===== src/sv/per_device_token_bucket_top_macros.svh =====
// ----------------------------------------------------------------------------
// per_device_token_bucket_top assertion macros
// shared property wrappers for the throttle block
// ----------------------------------------------------------------------------
`ifndef PER_DEVICE_TOKEN_BUCKET_TOP_MACROS_SVH
`define PER_DEVICE_TOKEN_BUCKET_TOP_MACROS_SVH

// same-cycle implication
`define PTB_ASSERT_NOW(label, clk, rst_n, ante, cons, msg) \
	label: assert property (@(posedge clk) disable iff (!rst_n) (ante) |-> (cons)) \
		else $error(msg);

// next-cycle implication
`define PTB_ASSERT_NEXT(label, clk, rst_n, ante, cons, msg) \
	label: assert property (@(posedge clk) disable iff (!rst_n) (ante) |=> (cons)) \
		else $error(msg);

`endif


===== src/sv/ptb_pkg.sv =====
// ----------------------------------------------------------------------------
// ptb_pkg
// shared widths, constants and controller command type
// ----------------------------------------------------------------------------
package ptb_pkg;

	localparam int unsigned ID_W   = 64;
	localparam int unsigned TIME_W = 32;
	localparam int unsigned TOK_W  = 16;
	localparam int unsigned IN_W   = 96;
	localparam int unsigned OUT_W  = 24;

	localparam logic [TOK_W-1:0] CAPACITY_RESET = 16'd1000;

	typedef struct packed {
		logic capture;
		logic look;
		logic read;
		logic refill;
		logic write;
	} ptb_cmd_t;

endpackage


===== src/sv/ptb_datapath.sv =====
// ----------------------------------------------------------------------------
// ptb_datapath
// slot table, lookup, refill arithmetic and result register
// ----------------------------------------------------------------------------
module ptb_datapath import ptb_pkg::*; #(
	parameter int unsigned NUM_SLOTS = 8
) (
	input  logic              clk,
	input  logic              arst_n,
	input  ptb_cmd_t          cmd,
	input  logic              cfg_we,
	input  logic [TOK_W-1:0]  cfg_data,
	input  logic [IN_W-1:0]   s_tdata,
	output logic [OUT_W-1:0]  m_tdata
);

	localparam int unsigned IW = (NUM_SLOTS > 1) ? $clog2(NUM_SLOTS) : 1;

	logic [TOK_W-1:0]  cap_q;
	logic [ID_W-1:0]   id_q;
	logic [TIME_W-1:0] now_q;

	logic [ID_W-1:0]   owner_q [NUM_SLOTS];
	logic [TOK_W-1:0]  tok_mem [NUM_SLOTS];
	logic [TIME_W-1:0] last_mem [NUM_SLOTS];

	logic [IW-1:0]     hit_idx;
	logic [IW-1:0]     free_idx;
	logic              hit_any;
	logic              free_any;

	logic [IW-1:0]     idx_q;
	logic              found_q;
	logic              fresh_q;
	logic              zero_q;

	logic [TOK_W-1:0]  tok_rd_q;
	logic [TIME_W-1:0] last_rd_q;

	logic [TOK_W-1:0]  tok_sel;
	logic [TIME_W-1:0] last_sel;
	logic [TIME_W-1:0] elapsed;
	logic [TIME_W:0]   sum;
	logic [TOK_W-1:0]  tok_ref;
	logic [TOK_W-1:0]  tok_ref_q;

	logic              bypass;
	logic              tok_empty;
	logic [TOK_W-1:0]  tok_dec;

	logic              out_granted_q;
	logic              out_bypassed_q;
	logic              out_new_q;
	logic [TOK_W-1:0]  out_tokens_q;

	// capacity register
	always_ff @(posedge clk or negedge arst_n) begin
		if (!arst_n) begin
			cap_q <= CAPACITY_RESET;
		end else if (cfg_we) begin
			cap_q <= cfg_data;
		end
	end

	// request capture
	always_ff @(posedge clk) begin
		if (cmd.capture) begin
			id_q  <= s_tdata[ID_W-1:0];
			now_q <= s_tdata[ID_W+TIME_W-1:ID_W];
		end
	end

	// parallel owner compare, lowest slot wins
	always_comb begin
		hit_idx  = '0;
		free_idx = '0;
		hit_any  = 1'b0;
		free_any = 1'b0;
		for (int i = NUM_SLOTS - 1; i >= 0; i--) begin
			if (owner_q[i] == id_q) begin
				hit_idx = IW'(i);
				hit_any = 1'b1;
			end
			if (owner_q[i] == '0) begin
				free_idx = IW'(i);
				free_any = 1'b1;
			end
		end
	end

	always_ff @(posedge clk) begin
		if (cmd.look) begin
			zero_q  <= (id_q == '0);
			found_q <= hit_any || free_any;
			fresh_q <= !hit_any;
			idx_q   <= hit_any ? hit_idx : free_idx;
		end
	end

	// owner table
	always_ff @(posedge clk or negedge arst_n) begin
		if (!arst_n) begin
			for (int i = 0; i < NUM_SLOTS; i++) begin
				owner_q[i] <= '0;
			end
		end else if (cmd.write && found_q && !zero_q) begin
			owner_q[idx_q] <= id_q;
		end
	end

	// bucket memories
	always_ff @(posedge clk) begin
		if (cmd.write && found_q && !zero_q) begin
			tok_mem[idx_q]  <= tok_empty ? tok_ref_q : tok_dec;
			last_mem[idx_q] <= now_q;
		end
	end

	always_ff @(posedge clk) begin
		if (cmd.read) begin
			tok_rd_q  <= tok_mem[idx_q];
			last_rd_q <= last_mem[idx_q];
		end
	end

	// refill
	always_comb begin
		tok_sel  = fresh_q ? cap_q : tok_rd_q;
		last_sel = fresh_q ? now_q : last_rd_q;
		elapsed  = now_q - last_sel;
		sum      = {{(TIME_W + 1 - TOK_W){1'b0}}, tok_sel} + {1'b0, elapsed};
		if (elapsed != '0 && sum > {{(TIME_W + 1 - TOK_W){1'b0}}, cap_q}) begin
			tok_ref = cap_q;
		end else begin
			tok_ref = sum[TOK_W-1:0];
		end
	end

	always_ff @(posedge clk) begin
		if (cmd.refill) begin
			tok_ref_q <= tok_ref;
		end
	end

	// spend and result
	assign bypass    = zero_q || !found_q;
	assign tok_empty = (tok_ref_q == '0);
	assign tok_dec   = tok_ref_q - TOK_W'(1);

	always_ff @(posedge clk) begin
		if (cmd.write) begin
			out_granted_q  <= bypass || !tok_empty;
			out_bypassed_q <= bypass;
			out_new_q      <= !bypass && fresh_q;
			out_tokens_q   <= (bypass || tok_empty) ? '0 : tok_dec;
		end
	end

	assign m_tdata = {{(OUT_W - TOK_W - 3){1'b0}}, out_tokens_q, out_new_q,
		out_bypassed_q, out_granted_q};

endmodule


===== src/sv/ptb_ctrl.sv =====
// ----------------------------------------------------------------------------
// ptb_ctrl
// request sequencer and output beat handshake
// ----------------------------------------------------------------------------
`include "per_device_token_bucket_top_macros.svh"

module ptb_ctrl import ptb_pkg::*; (
	input  logic     clk,
	input  logic     arst_n,
	input  logic     s_tvalid,
	output logic     s_tready,
	output logic     m_tvalid,
	input  logic     m_tready,
	output ptb_cmd_t cmd
);

	typedef enum logic [2:0] {
		S_IDLE,
		S_LOOK,
		S_READ,
		S_REFILL,
		S_WRITE
	} state_t;

	state_t state_q;
	logic   out_valid_q;
	logic   out_free;

	assign out_free = !out_valid_q || m_tready;
	assign s_tready = (state_q == S_IDLE);
	assign m_tvalid = out_valid_q;

	always_comb begin
		cmd         = '0;
		cmd.capture = (state_q == S_IDLE) && s_tvalid;
		cmd.look    = (state_q == S_LOOK);
		cmd.read    = (state_q == S_READ);
		cmd.refill  = (state_q == S_REFILL);
		cmd.write   = (state_q == S_WRITE) && out_free;
	end

	always_ff @(posedge clk or negedge arst_n) begin
		if (!arst_n) begin
			state_q     <= S_IDLE;
			out_valid_q <= 1'b0;
		end else begin
			if (out_valid_q && m_tready && !cmd.write) begin
				out_valid_q <= 1'b0;
			end
			case (state_q)
				S_IDLE: begin
					if (s_tvalid) begin
						state_q <= S_LOOK;
					end
				end
				S_LOOK:   state_q <= S_READ;
				S_READ:   state_q <= S_REFILL;
				S_REFILL: state_q <= S_WRITE;
				S_WRITE: begin
					if (out_free) begin
						out_valid_q <= 1'b1;
						state_q     <= S_IDLE;
					end
				end
				default: state_q <= S_IDLE;
			endcase
		end
	end

	`PTB_ASSERT_NOW(a_write_needs_room, clk, arst_n, cmd.write,
		!out_valid_q || m_tready, "result overwritten before taken")
	`PTB_ASSERT_NEXT(a_one_in_flight, clk, arst_n, s_tvalid && s_tready,
		!s_tready, "second request accepted while busy")
	`PTB_ASSERT_NEXT(a_result_from_write, clk, arst_n, cmd.write,
		m_tvalid && s_tready, "write did not post a result")

endmodule


===== src/sv/per_device_token_bucket_top.sv =====
// ----------------------------------------------------------------------------
// per_device_token_bucket_top
// per-device token bucket throttle with a small slot table
// ----------------------------------------------------------------------------
// Each request beat passes in turn through capture, a parallel compare of the id
// against every slot owner, a registered read of the chosen bucket, the refill
// add and clamp, and the spend with table write. One request is worked on at a
// time, so no new beat is taken until the last one is written; the result sits
// in an output register, and the next request is taken while it waits, stalling
// only in the write step if the previous result is still not taken.
module per_device_token_bucket_top import ptb_pkg::*; #(
	parameter int unsigned NUM_SLOTS = 8
) (
	input  logic              clk,
	input  logic              arst_n,
	input  logic              cfg_we,
	input  logic [TOK_W-1:0]  cfg_data,     // token_capacity
	input  logic              s_tvalid,
	output logic              s_tready,
	input  logic [IN_W-1:0]   s_tdata,      // device_id[63:0], now_ms[95:64]
	output logic              m_tvalid,
	input  logic              m_tready,
	output logic [OUT_W-1:0]  m_tdata       // granted, bypassed, new_slot, tokens_left[18:3]
);

	ptb_cmd_t cmd;

	ptb_ctrl u_ctrl (
		.clk      (clk),
		.arst_n   (arst_n),
		.s_tvalid (s_tvalid),
		.s_tready (s_tready),
		.m_tvalid (m_tvalid),
		.m_tready (m_tready),
		.cmd      (cmd)
	);

	ptb_datapath #(
		.NUM_SLOTS (NUM_SLOTS)
	) u_datapath (
		.clk      (clk),
		.arst_n   (arst_n),
		.cmd      (cmd),
		.cfg_we   (cfg_we),
		.cfg_data (cfg_data),
		.s_tdata  (s_tdata),
		.m_tdata  (m_tdata)
	);

endmodule

===== config.mk =====
export PLATFORM = sky130hd
export DESIGN_NAME = per_device_token_bucket_top
export DESIGN_NICKNAME = d
export VERILOG_FILES = /design/src/sv/ptb_pkg.sv /design/src/sv/ptb_datapath.sv /design/src/sv/ptb_ctrl.sv /design/src/sv/per_device_token_bucket_top.sv
export VERILOG_INCLUDE_DIRS = /design/src /design/src/sv
export SDC_FILE = /design/constraint.sdc
export NUM_CORES = 2
export LEC_CHECK = 0
export BUFFER_PORTS_ARGS = -buffer_cell sky130_fd_sc_hd__buf_2
export CAP_MARGIN = 20
export CORE_MARGIN = 4
export CORE_UTILIZATION = 35
export CTS_CLUSTER_DIAMETER = 50
export CTS_CLUSTER_SIZE = 25
export DETAILED_ROUTE_END_ITERATION = 16
export GPL_TIMING_DRIVEN = 1
export PLACE_DENSITY = 0.5
export SETUP_SLACK_MARGIN = 0.02
export SYNTH_ARGS = -nofsm -noshare
export SYNTH_HDL_FRONTEND = slang
export SYNTH_SLANG_ARGS = --single-unit

===== constraint.sdc =====
create_clock -name clk -period 6.1 [get_ports clk]
set_input_delay 0 -clock clk [delete_from_list [all_inputs] [get_ports clk]]
set_output_delay 0 -clock clk [all_outputs]
set_load 0.02 [all_outputs]

==> metrics.md <==
| Metric | Value |
|---|---|
| CP Class | `flip-flop to flip-flop` |
| Minimum clock period after layout | `5.81 ns` |
| Total standard cell area after synthesis | `0.0514 sq mm` |
| Static power due to leakage | `26.3 nW` |
| Max frequency | `172 MHz` |
| Clock H-tree levels | `3` |
| Via count of the first global-routing pass | `35600` |
| Reg2reg end | `u_datapath.tok_ref_q[6]$_DFFE_PP_` |
| Pin count of the biggest net entering global routing | `173` |
| Fraction of registers with async set or reset after synthesis | `48.3%` |
| Cell taking the most area after synthesis | `sky130_fd_sc_hd__edfxtp_1` |
| Avg WL per Cell | `25.5 um` |
| Aggregate global-route resource usage | `21.9%` |
| Cell variety after synth | `71` |
| Area of the core region | `0.146 sq mm` |
| Worst slack at placement | `-0.0414 ns` |
| Finish-stage setup viols | `0` |
| Worst-Margin Slew | `1.08 ns` |
| Total congestion overflow | `0` |
| Path category of the worst min-delay check | `input pin to flip-flop` |
| Number of max-slew violations in the final report | `0` |
| Post-route clock period utilization | `95.2%` |
| Number of enable flip-flop cells after synthesis | `569` |
| Clock tree from TritonCTS | `done` |
| Number of filler cells placed in the layout | `13700` |
| Sequential-to-total area share from yosys stat | `59.2%` |
| Worst clock skew on the final layout | `0.0482 ns` |
| Tightest slew margin relative to the limit | `27.3%` |
| Floorplan die width | `391 um` |
| Worst reg-to-reg path cell count | `30` |
| Endpoint kind of the worst setup timing path | `flip-flop` |
| Clock root buffer | `sky130_fd_sc_hd__clkbuf_16` |
| Worst r2r src | `u_datapath.fresh_q$_DFFE_PP_` |
| RD Place Congestion | `0.920` |
| Synth Flop Type | `sky130_fd_sc_hd__edfxtp_1` |
| Starting DRT DRC Count | `2872` |
| Count of input and output buffers | `137` |
| Floorplan die height | `391 um` |
| Critical-path top delay cell | `sky130_fd_sc_hd__or3_4` |
| Smallest setup slack after layout | `0.293 ns` |
| Number of rows created at floorplan | `140` |
| Die outline area | `0.153 sq mm` |
| # nets final | `4866` |
| Residual antenna-violating net count after detailed routing | `0` |
| Synthesized area per cell | `12.0 sq um` |
| Remaining design rule violation count | `0` |
| Number of buffers inserted during clock tree synthesis | `115` |
| Fraction of final layout cells sized beyond drive strength 1 | `19.8%` |
| Overall routed net length | `171000 um` |
| Max cap viols | `0` |
| Share of Yosys cell area claimed by the top area cell type | `33.3%` |
| Clock sink count | `1101` |
| Starting utilization of the core area | `35.3%` |
| Vias post-DR | `35400` |
| Flip-flop and latch area | `0.0304 sq mm` |
| Area added between synthesis and finish | `19.7%` |
| Cell count after synthesis | `4296` |
| Number of I/O pins | `143` |
| Req. time, crit path | `6.59 ns` |
| Detailed-placement wirelength estimate | `113000 um` |
| Ranking of synthesized cells by area | `sky130_fd_sc_hd__edfxtp_1 (33%), sky130_fd_sc_hd__dfrtp_1 (26%), sky130_fd_sc_hd__mux2_2 (7.5%)` |
| Average vias per placed instance | `5.28` |
| Total Neg Setup Slack | `0 ns` |
| Highest net fanout along the worst path | `8` |
| Yosys reg bits | `1101` |
| Setup slack, reg-to-reg | `0.29 ns` |
| First-pass GRT wire length | `247000 um` |
| Number of antenna violations at the first check in global routing | `6` |
| Endpoint of the worst hold-timing path | `u_datapath.id_q[57]$_DFFE_PP_` |
| VDD IR-drop max | `0.316 mV` |
| HP Start | `s_tdata[57]` |
| CP Launch Type | `flip-flop` |
| Register clock-pin slew on the reported worst setup and hold paths | `0.07 ns` |
| Multi-input combinational cell area | `0.0199 sq mm` |
| Hold depth | `2` |
| Fin. Hold Viols | `0` |
| Result of the run | `finished clean` |
| Detailed Routing Iterations Pass 1 | `6` |
| Number of buffers between clock root and the deepest sink | `3` |
| PD cells | `516 mW/mm^2` |
| CP arrival | `6.30 ns` |
| Yosys Warn Count | `0` |
| Delay of the slowest cell on the worst path | `0.40 ns` |
| Insertion delay to the later sink of the worst-skew pair | `0.76 ns` |
routing by layer:
metal / vias up / track usage, % / share of wire (%)
li1: 16100 / - / -
met1: 18100 / 28.7 / 43
met2: 932 / 37.9 / 50
met3: 261 / 2.87 / 4.2
met4: 0 / 6.69 / 3.4
met5: - / 0 / 0
cell type report:
cell class	count	share of cell area, %
well taps	1917	3.90
repair buffers	547	7.33
diodes	1	0.00407
clock inverters	91	1.77
inverters	42	0.273
multi-input cells	2874	32.4
clock buffers	124	4.85
flip-flops and latches	1101	49.4
cells in the mapped netlist (all sizes together) (5+ instances only):
master and count:
inv 42, a21oi 106, mux2 350, nand4 117
mux4 10, a22oi 75, ha 66, clkbuf 237
a21o 18, a31oi 9, nor4 258, nand2b 14
a211oi 9, or3 5, xnor2 226, mux2i 64
nor2b 11, o21bai 5, o211ai 7, edfxtp 569
a221oi 15, nor2 118, or2 5, dfstp 6
o21a 9, nand2 844, dfrtp 526, buf 46
xor2 345, and2 5, a2111oi 5, nand3 41
a221o 13, o21ai 54, nor3 28
registers in the layout, summed over array words and instances, names as in the netlist, 3 cells and up:
| signal | count |
|---|---|
| u_ctrl.state_q | 3 |
| u_datapath.cap_q | 16 |
| u_datapath.id_q | 64 |
| u_datapath.idx_q | 3 |
| u_datapath.last_mem | 256 |
| u_datapath.last_rd_q | 32 |
| u_datapath.now_q | 32 |
| u_datapath.out_tokens_q | 16 |
| u_datapath.owner_q | 512 |
| u_datapath.tok_mem | 128 |
| u_datapath.tok_rd_q | 16 |
| u_datapath.tok_ref_q | 16 |
cell usage in the layout (no fill, tap or decap), drive strengths merged, types with 6 or more instances in the layout:
| master | netlist | final |
|---|---|---|
| a211oi | 9 | 9 |
| a21o | 18 | 18 |
| a21oi | 106 | 106 |
| a221o | 13 | 13 |
| a221oi | 15 | 15 |
| a22oi | 75 | 75 |
| a31oi | 9 | 9 |
| buf | 46 | 313 |
| bufinv | 0 | 12 |
| clkbuf | 237 | 125 |
| clkinv | 0 | 33 |
| clkinvlp | 0 | 8 |
| dfrtp | 526 | 526 |
| dfstp | 6 | 6 |
| dlygate4sd3 | 0 | 233 |
| edfxtp | 569 | 569 |
| ha | 66 | 66 |
| inv | 42 | 80 |
| mux2 | 350 | 350 |
| mux2i | 64 | 64 |
| mux4 | 10 | 10 |
| nand2 | 844 | 844 |
| nand2b | 14 | 14 |
| nand3 | 41 | 41 |
| nand4 | 117 | 117 |
| nor2 | 118 | 118 |
| nor2b | 11 | 11 |
| nor3 | 28 | 28 |
| nor4 | 258 | 258 |
| o211ai | 7 | 7 |
| o21a | 9 | 9 |
| o21ai | 54 | 54 |
| xnor2 | 226 | 226 |
| xor2 | 345 | 345 |
cells by family (layout without fill, tap and decap cells):
kind of cell | count (synthesis) | in the layout | synth area share, %
flops | 1101 | 1101 | 59.2
fa+ha+maj | 68 | 68 | 1.69
xor+xnor | 571 | 571 | 9.75
buf+inv | 325 | 804 | 2.46
mux | 424 | 424 | 9.42
compound gates | 344 | 344 | 4.48
other cells | 1 | 6 | 0.00730
simple gates | 1462 | 1462 | 13.0
worst max-delay path, delay by kind of cell, from the launching register on:
family / cells / cell delay, ns
AO/OA/AOI/OAI: 14 / 2.12
adder cells (fa/ha/maj): 4 / 1.09
AND/OR/NAND/NOR: 5 / 0.71
multiplexers: 2 / 0.53
buffers and inverters: 3 / 0.42
flip-flops: 1 / 0.39
XOR/XNOR: 2 / 0.32
how the worst max path moves through the flow:
stage	from	endpoint	slack, ns	cells after the start
2_1_floorplan	u_datapath.fresh_q$_DFFE_PP_	u_datapath.tok_ref_q[10]$_DFFE_PP_	0.11	30
3_3_place_gp	u_datapath.fresh_q$_DFFE_PP_	u_datapath.tok_ref_q[10]$_DFFE_PP_	-0.03	28
3_5_place_dp	u_datapath.fresh_q$_DFFE_PP_	u_datapath.tok_ref_q[12]$_DFFE_PP_	-0.04	28
4_1_cts	u_datapath.fresh_q$_DFFE_PP_	u_datapath.tok_ref_q[12]$_DFFE_PP_	0.03	28
5_1_grt	u_datapath.fresh_q$_DFFE_PP_	u_datapath.tok_ref_q[8]$_DFFE_PP_	-0.004	29
6_report	u_datapath.fresh_q$_DFFE_PP_	u_datapath.tok_ref_q[6]$_DFFE_PP_	0.29	30
what timing repair did:
item                                    CTS  global route
hold buffers                            234             0
endpoints found under the setup margin   15            16
hold endpoints to repair                291             0
pin swaps                                 0            22
cloned                                    0             1
buffers inserted                          0             5
gates resized for setup                   2            32
report_power, final:
group          switching (mW)  internal (mW)
logic                    6.79           5.05
registers                2.24           10.1
clock network            3.37           4.19
metrics by stage:
step / hold WS [ns] / instances / power (mW) / cell area, sq um / util (%)
6_report: 0.0275 / 6697 / 31.7 / 61500 / 42.2
5_1_grt: 0.0106 / 6696 / 33.4 / 61500 / 42.2
4_1_cts: 0.00141 / 6690 / 31.7 / 61300 / 42.1
3_5_place_dp: 0.0905 / 6241 / 23.9 / 54900 / 37.6
3_3_place_gp: 0.0953 / 6240 / 23.9 / 54800 / 37.6
2_1_floorplan: -0.296 / 4300 / 19.3 / 51400 / -
(Power assumes the default switching activity.)
